===== config.mk =====
export PLATFORM = sky130hd
export DESIGN_NAME = multi_button_debounce
export DESIGN_NICKNAME = d
export VERILOG_FILES = /design/src/design/mbd_pkg.sv /design/src/design/mbd_lane.sv /design/src/design/mbd_merge.sv /design/src/design/multi_button_debounce.sv
export SDC_FILE = /design/constraint.sdc
export NUM_CORES = 1
export LEC_CHECK = 0
export BUFFER_PORTS_ARGS = -buffer_cell sky130_fd_sc_hd__buf_4
export CAP_MARGIN = 30
export CORE_ASPECT_RATIO = 0.5
export CORE_MARGIN = 2
export CORE_UTILIZATION = 55
export CTS_CLUSTER_DIAMETER = 100
export DETAILED_ROUTE_END_ITERATION = 10
export HOLD_SLACK_MARGIN = 0.15
export PLACE_DENSITY_LB_ADDON = 0.15
export SETUP_SLACK_MARGIN = 0.1
export SLEW_MARGIN = 20
export SYNTH_ARGS = -nofsm -noshare
export SYNTH_HDL_FRONTEND = slang
export SYNTH_SLANG_ARGS = --single-unit

===== constraint.sdc =====
create_clock -name clk -period 13.62 [get_ports clk]
set_input_delay 1.362 -clock clk [delete_from_list [all_inputs] [get_ports clk]]
set_output_delay 1.362 -clock clk [all_outputs]
set_load 0.1 [all_outputs]

===== src/design/mbd_pkg.sv =====
// Shared types and constants for the multi-button debounce block.
// No dependencies; imported by every module of the block.
`default_nettype none
package mbd_pkg;

  localparam int NUM_BUTTONS = 12;
  localparam int TICK_W      = 32;
  localparam int DEBOUNCE_W  = 16;
  localparam int HELD_W      = 16;
  localparam int CFG_DATA_W  = 16;
  localparam int CFG_IDX_W   = 1;

  localparam logic [DEBOUNCE_W-1:0]  DEBOUNCE_RESET = DEBOUNCE_W'(20);
  localparam logic [NUM_BUTTONS-1:0] POLARITY_RESET = {NUM_BUTTONS{1'b1}};

  // Register indexes on the configuration port
  localparam logic [CFG_IDX_W-1:0] REG_DEBOUNCE = 1'b0;
  localparam logic [CFG_IDX_W-1:0] REG_POLARITY = 1'b1;

  // What one lane reports for the poll it just took
  typedef struct packed {
    logic held;
    logic fresh;
  } lane_flags_t;

endpackage
`default_nettype wire


===== src/design/mbd_lane.sv =====
// One button lane: idle / confirming / held machine with its press timestamp.
// Depends on mbd_pkg.
`default_nettype none
module mbd_lane (
  input  wire logic                             clk,
  input  wire logic                             rst,
  input  wire logic                             take,
  input  wire logic                             pressed,
  input  wire logic [mbd_pkg::TICK_W-1:0]       tick_now,
  input  wire logic [mbd_pkg::DEBOUNCE_W-1:0]   debounce_ticks,
  output mbd_pkg::lane_flags_t                  flags
);
  import mbd_pkg::*;

  typedef enum logic [1:0] {
    PH_IDLE    = 2'd0,
    PH_CONFIRM = 2'd1,
    PH_HELD    = 2'd2
  } phase_t;

  phase_t              phase;
  phase_t              phase_next;
  logic [TICK_W-1:0]   press_stamp;
  logic [TICK_W-1:0]   elapsed;
  logic                start_capture;

  // wraps modulo 2^32 by width
  assign elapsed = tick_now - press_stamp;

  always_comb begin
    phase_next    = phase;
    start_capture = 1'b0;
    flags.fresh   = 1'b0;
    case (phase)
      PH_IDLE: begin
        if (pressed) begin
          phase_next    = PH_CONFIRM;
          start_capture = 1'b1;
        end
      end
      PH_CONFIRM: begin
        if (!pressed) begin
          phase_next = PH_IDLE;
        end else if (elapsed >= TICK_W'(debounce_ticks)) begin
          phase_next  = PH_HELD;
          flags.fresh = 1'b1;
        end
      end
      PH_HELD: begin
        if (!pressed) begin
          phase_next = PH_IDLE;
        end
      end
      default: begin
        phase_next = PH_IDLE;
      end
    endcase
    flags.held = (phase_next == PH_HELD);
  end

  always_ff @(posedge clk) begin
    if (rst) begin
      phase <= PH_IDLE;
    end else if (take) begin
      phase <= phase_next;
    end
  end

  always_ff @(posedge clk) begin
    if (take && start_capture) begin
      press_stamp <= tick_now;
    end
  end

endmodule
`default_nettype wire


===== src/design/mbd_merge.sv =====
// Merge stage: gathers lane flags into the held word and new-press mask and
// holds them in the output register. Depends on mbd_pkg.
`default_nettype none
module mbd_merge (
  input  wire logic                              clk,
  input  wire logic                              rst,
  input  wire logic                              take,
  input  mbd_pkg::lane_flags_t                   lane_flags [mbd_pkg::NUM_BUTTONS],
  output logic                                   space,
  output logic                                   out_valid,
  input  wire logic                              out_ready,
  output logic [mbd_pkg::HELD_W-1:0]             held_word,
  output logic [mbd_pkg::NUM_BUTTONS-1:0]        new_press_mask
);
  import mbd_pkg::*;

  localparam logic [HELD_W-1:0] LOW_MASK = HELD_W'((1 << (HELD_W - NUM_BUTTONS)) - 1);

  logic [NUM_BUTTONS-1:0] held_vec;
  logic [NUM_BUTTONS-1:0] held_vec_next;
  logic [NUM_BUTTONS-1:0] fresh_next;

  always_comb begin
    for (int i = 0; i < NUM_BUTTONS; i++) begin
      held_vec_next[i] = lane_flags[i].held;
      fresh_next[i]    = lane_flags[i].fresh;
    end
  end

  // button i lands in bit HELD_W-1-i; bits below the buttons stay zero
  always_comb begin
    held_word = '0;
    for (int i = 0; i < NUM_BUTTONS; i++) begin
      held_word[HELD_W-1-i] = held_vec[i];
    end
  end

  assign space = !out_valid || out_ready;

  always_ff @(posedge clk) begin
    if (rst) begin
      out_valid <= 1'b0;
    end else if (take) begin
      out_valid <= 1'b1;
    end else if (out_ready) begin
      out_valid <= 1'b0;
    end
  end

  always_ff @(posedge clk) begin
    if (take) begin
      held_vec       <= held_vec_next;
      new_press_mask <= fresh_next;
    end
  end

  a_low_bits_zero: assert property (@(posedge clk) disable iff (rst)
    out_valid |-> ((held_word & LOW_MASK) == '0))
    else $error("held_word low bits set");

  a_fresh_is_held: assert property (@(posedge clk) disable iff (rst)
    out_valid |-> ((new_press_mask & ~held_vec) == '0))
    else $error("new press reported for a button not held");

  a_take_loads: assert property (@(posedge clk) disable iff (rst)
    take |=> out_valid)
    else $error("accepted poll did not produce a word");

  a_no_take_when_full: assert property (@(posedge clk) disable iff (rst)
    (out_valid && !out_ready) |-> !take)
    else $error("poll taken while output word stalled");

endmodule
`default_nettype wire


===== src/design/multi_button_debounce.sv =====
// Result word follows in the cycle after acceptance; one poll per cycle while not stalled.
// All button lanes update together on the accepted poll and the merge register holds the word.
// The result register decouples the sides: a poll is taken while the held word is being taken.
// Reset (synchronous, active high): every button idle and released, output empty,
// debounce_ticks = 20, active_high_mask = all ones.
// Depends on mbd_pkg, mbd_lane, mbd_merge.
`default_nettype none
module multi_button_debounce (
  input  wire logic                              clk,
  input  wire logic                              rst,
  input  wire logic                              cfg_write,
  input  wire logic [mbd_pkg::CFG_IDX_W-1:0]     cfg_index,
  input  wire logic [mbd_pkg::CFG_DATA_W-1:0]    cfg_data,
  input  wire logic                              in_valid,
  output logic                                   in_ready,
  input  wire logic [mbd_pkg::TICK_W-1:0]        tick_now,
  input  wire logic [mbd_pkg::NUM_BUTTONS-1:0]   pin_levels,
  output logic                                   out_valid,
  input  wire logic                              out_ready,
  output logic [mbd_pkg::HELD_W-1:0]             held_word,
  output logic [mbd_pkg::NUM_BUTTONS-1:0]        new_press_mask
);
  import mbd_pkg::*;

  logic [DEBOUNCE_W-1:0]  debounce_ticks;
  logic [NUM_BUTTONS-1:0] active_high_mask;
  logic [NUM_BUTTONS-1:0] pressed;
  logic                   take;
  lane_flags_t            lane_flags [NUM_BUTTONS];

  always_ff @(posedge clk) begin
    if (rst) begin
      debounce_ticks   <= DEBOUNCE_RESET;
      active_high_mask <= POLARITY_RESET;
    end else if (cfg_write) begin
      case (cfg_index)
        REG_DEBOUNCE: debounce_ticks   <= cfg_data[DEBOUNCE_W-1:0];
        REG_POLARITY: active_high_mask <= cfg_data[NUM_BUTTONS-1:0];
        default: ;
      endcase
    end
  end

  assign take    = in_valid && in_ready;
  // pressed when the pin level matches the button's polarity
  assign pressed = ~(pin_levels ^ active_high_mask);

  for (genvar i = 0; i < NUM_BUTTONS; i++) begin : g_lane
    mbd_lane u_lane (
      .clk            (clk),
      .rst            (rst),
      .take           (take),
      .pressed        (pressed[i]),
      .tick_now       (tick_now),
      .debounce_ticks (debounce_ticks),
      .flags          (lane_flags[i])
    );
  end

  mbd_merge u_merge (
    .clk            (clk),
    .rst            (rst),
    .take           (take),
    .lane_flags     (lane_flags),
    .space          (in_ready),
    .out_valid      (out_valid),
    .out_ready      (out_ready),
    .held_word      (held_word),
    .new_press_mask (new_press_mask)
  );

endmodule
`default_nettype wire

Word level (Yosys, flattened, before mapping)
Cells that the tools add are included.
- input port bits: 66
- register bits after elaboration: 461
- reductions and logical operators: 42
- magnitude comparators: 12
- bitwise logic cells: 3
- $add $sub $neg: 12
- eq/ne operators: 36
- multiplexer cells: 98
- operators with widths (operator ; count):
    $ge 32x16->1 ; 12
    $sub 32x32->32 ; 12
    $mux 2 ; 48
    $pmux 2 s3 ; 12
    $eq 2x2->1 const B ; 24
    $mux 1 ; 38
    $reduce_and 2->1 ; 14
    $eq 2x1->1 const B ; 12
    $logic_not 2->1 ; 12
    $logic_and 1x1->1 ; 13
    $not 12->12 ; 1
    $xor 12x12->12 ; 1
    $reduce_bool 2->1 ; 1
    $logic_not 1->1 ; 1
    $logic_or 1x1->1 ; 1
    $not 1->1 ; 1

Longest topological paths before layout
- word-level depth: 6
- gate-level depth with buffers: 22
- gate-level depth less buffers: 22

By module
Synthesis repeated with hierarchy kept, for this count alone.
- cells, all modules: 5258
- area, all modules: 44815.5 um^2
- modules (own cells, without submodules) (module ; times used ; sequential area each (um^2) ; cells each ; area each (um^2)):
    mbd_lane (g_lane[10].u_lane ...) ; 7 ; 1001.0 ; 421 ; 3525.9
    mbd_lane (g_lane[0].u_lane) ; 1 ; 1001.0 ; 449 ; 3716.1
    mbd_lane (g_lane[9].u_lane) ; 1 ; 1001.0 ; 456 ; 3716.1
    mbd_lane (g_lane[11].u_lane) ; 1 ; 1001.0 ; 413 ; 3558.4
    mbd_lane (g_lane[2].u_lane) ; 1 ; 1001.0 ; 412 ; 3550.9
    mbd_lane (g_lane[1].u_lane) ; 1 ; 1001.0 ; 422 ; 3522.1
    multi_button_debounce ; 1 ; 560.5 ; 126 ; 1270.0
    mbd_merge ; 1 ; 740.7 ; 33 ; 800.8

Least setup slack after synthesis
No wires, ideal clock.
- kind: input to register
- start point: input port out_ready
- end point: register g_lane[0].u_lane.press_stamp[0] (enable)
- stages: 4
- library setup time: 0.502 ns
- slack: 7.225 ns
- data arrival time: 5.894 ns
- path through: nand2b_1 > nand2_1 > clkbuf_1 > nor4_1
- word-level cells in the longest chain between the ends: 3
- ends and longest elaborated chain (item ; RTL line ; RTL):
    start, declared ; multi_button_debounce.sv:19 ; input wire logic out_ready,
    $logic_or 1x1->1 ; mbd_merge.sv:38 ; assign space = !out_valid || out_ready;
    $logic_and 1x1->1 ; multi_button_debounce.sv:44 ; assign take = in_valid && in_ready;
    $logic_and 1x1->1 ; mbd_lane.sv:70 ; if (take && start_capture) begin
    end signal, assigned ; mbd_lane.sv:71 ; press_stamp <= tick_now;
    end, declared ; mbd_lane.sv:23 ; logic [TICK_W-1:0] press_stamp;
Every way passes these cells.
A chain may end at the register's enable or synchronous reset.

==> summary.txt <==
Starting Density - 55.98%
final net count - 5398
PortBufs - 91
Fmax - 150.9 MHz
unrepaired setup endpoints after global routing - false
fraction of registers with async set/reset - 0%
Pwr Density - 108.2 mW/mm^2
IO Count - 96
CTS tree - done
first-pass GRT wire length - 189700 um
initial antenna violation count - 8
Synth top area share - 29.72%
Ys Warns - 0
start point of the worst hold path - debounce_ticks[1]$_SDFFE_PP0P_
final setup violating endpoints - 0
Iteration-0 DRC Markers - 3222
register area share after synthesis - 32.29%
drt wl/cell - 21.18 um
via count of the first global-routing pass - 33.58k
crit end category - register
Die Area - 0.07731 sq mm
busiest grt layer - met2
Clock Skews - 0.03145 ns
drt first pass iters - 6
post-cts repair resize count - 0
DR vias - 36.36k
gpl congestion - 0.9660
final instance area - 0.04470 sq mm
peak supply drop - 0.09937 mV
clk slew on worst S/H paths - 0.06 ns
share of cells above drive strength 1 - 5.652%
fin. max-slew vios - 0
Post-synth EDFFs - 408
hold-fix buffers at CTS - 0
P&R area growth vs syn - 8.409%
mapped cell area - 0.04123 sq mm
Slew @ Worst Pin - 0.9973 ns
Synth area leader - edfxtp_1
Hold WC Path Type - reg -> reg
post-synth cell types - 92
Post-CTS Setup Bufs - 0
CP Data Arrival Time - 6.99 ns
DRC violations left - 0
overall routing resource usage - 31.44%
status - finished clean
largest net degree at the start of global routing - 38
Cells after Synth - 4700
grt ovf - 0
Required @ worst endpoint - 13.98 ns
commonest non-fill, non-tap cell in the layout - ha_1
Lkg Pwr - 0.01906 uW
Final TNS setup - 0 ns
Sink Count - 461
MaxCap Viol Count - 0
critical path class - in -> reg
R2R depth - 21
met3 Use GR - 3.910%
DIE HEIGHT - 197.6 um
Post-DRT Antenna Nets - 0
detailed-route vias per instance - 6.265
clock latency on the worst-skew pair - 0.63 ns
total wire length - 122900 um
Worst Hold Depth - 2
Site Rows - 70
hpwl dp - 87830 um
Tcrit/Tclk final - 48.65%
Tmin final - 6.626 ns
Hold Path Sink - debounce_ticks[1]$_SDFFE_PP0P_
Syn Area/Cell - 8.773 sq um
Root Buffer - clkbuf_16
Worst Path Max Fanout - 13
Layout fillers - 6484
Max-slew headroom - 32.65%
synth top area cells - edfxtp_1 30%, ha_1 17%, a21oi_1 5.6%, inv_1 4.3%, xnor2_1 3.6%
Longest Clk Path Bufs - 3
Critical Path Start Type - input port
Post-DP Area - 0.04306 sq mm
#FFs+latches synth - 461
CTS Buf Count - 48
R2R Path Start - g_lane[9].u_lane.press_stamp[5]$_DFFE_PP_
met1 usage - 46.06%
reg2reg setup slack - 8.04 ns
ys flop type - edfxtp_1
routing usage on met2 - 48.54%
n_diodes - 0
overall die width - 391.2 um
H-tree depth - 2
final-report hold violation count - 0
r2r endpoint - u_merge.held_vec[9]$_DFFE_PP_
most frequent cells in the layout - 564 x ha_1, 470 x inv_1, 465 x a21oi_1
core area - 0.07366 sq mm
-- power breakdown --
group	total (uW)	switching [uW]	internal, uW
clock	1430	624	802
combinational	1740	1080	659
sequential	1670	29.8	1640
total	4840	1730	3100
-- cells in the mapped netlist, drive strengths merged, types with 23 or more instances --
library cell	number
nand2b	64
nand2	393
o22ai	23
xnor2	169
o211ai	48
a2111oi	23
mux2i	30
nor2b	50
o31ai	37
or3	24
inv	472
dfxtp	53
edfxtp	408
o21a	85
a31oi	58
xor2	105
ha	564
nor4	40
clkbuf	119
a21o	131
o21ai	277
a21oi	465
nand3	101
nand4	111
a211oi	53
o21bai	40
nor3	66
and3	45
nor2	322
-- state kept, by name, summed over array words and instances (netlist names) --
register                   cells
u_merge.held_vec              12
g_lane.u_lane.phase           24
debounce_ticks                16
active_high_mask              12
g_lane.u_lane.press_stamp    384
u_merge.new_press_mask        12
u_merge.out_valid              1
-- how the worst max path moves through the flow --
stage | startpoint | to | slack, ns | depth (start not counted)
floorplan | out_ready | g_lane[0].u_lane.press_stamp[0]$_DFFE_PP_ | 7.22 | 4
global placement | tick_now[0] | u_merge.held_vec[9]$_DFFE_PP_ | 6.60 | 22
detailed placement | tick_now[0] | u_merge.held_vec[9]$_DFFE_PP_ | 6.41 | 22
CTS | tick_now[0] | u_merge.held_vec[9]$_DFFE_PP_ | 7.04 | 22
global route | tick_now[0] | u_merge.held_vec[9]$_DFFE_PP_ | 6.57 | 22
finish | tick_now[0] | u_merge.held_vec[9]$_DFFE_PP_ | 6.99 | 22
-- cells by family (layout without fill, tap and decap cells) --
family	after synthesis	count (layout)	synth area share, %
compound gates	1432	1432	22.27
simple gates	1314	1314	15.42
buf+inv	604	696	5.553
fa+ha+maj	576	576	17.70
flops	461	461	32.29
xor+xnor	274	274	5.820
mux	38	38	0.9468
other cells	1	4	0.009095
-- worst max-delay path, cell delays in order --
cell       delay [ns]
buf_4            0.21
inv_1            0.35
ha_1             0.37
fa_1             0.40
nand2b_1         0.18
a21oi_1          0.24
o21a_1           0.24
nand2b_1         0.17
a31oi_1          0.11
xnor2_1          0.14
ha_1             0.19
a21o_1           0.18
a21o_1           0.17
a2111oi_0        0.41
o221ai_1         0.20
nor4b_1          0.31
o2111ai_1        0.15
nor4_1           0.22
nand4_1          0.12
o41ai_1          0.93
nor2_1           0.15
a21o_1           0.19
-- per-stage QoR --
| stage | utilization (%) | total power (uW) | cells | setup WS (ns) | hold slack (ns) |
|---|---|---|---|---|---|
| after floorplan | - | 2957 | 4703 | 7.225 | 0.4363 |
| after global placement | 58.44 | 3369 | 5713 | 6.605 | 0.4459 |
| after detailed placement | 58.45 | 3406 | 5714 | 6.406 | 0.4465 |
| after CTS | 60.68 | 4839 | 5803 | 7.036 | 0.4557 |
| after global routing | 60.68 | 5116 | 5803 | 6.571 | 0.4691 |
| final | 60.68 | 4838 | 5803 | 6.994 | 0.4555 |
-- cell type report --
cell class / instances / area [sq um] / share of cell area, %
inverter: 472 / 1772 / 3.964
clock buffer: 56 / 1262 / 2.824
clock inverter: 33 / 380.4 / 0.8510
timing repair buffer: 135 / 1010 / 2.259
tap: 1008 / 1261 / 2.822
sequential: 461 / 13310 / 29.78
multi-input combinational: 3638 / 25700 / 57.50
-- routing by layer --
metal  vias up  wire, um  share of wire, %
met1     17380     57580                47
met3       184      9641               7.8
met5         -         0                 0
li1      17490         -                 -
met4         0      3722               3.0
met2      1298     51990                42
Note: power is estimated with default switching activity, not from simulation.
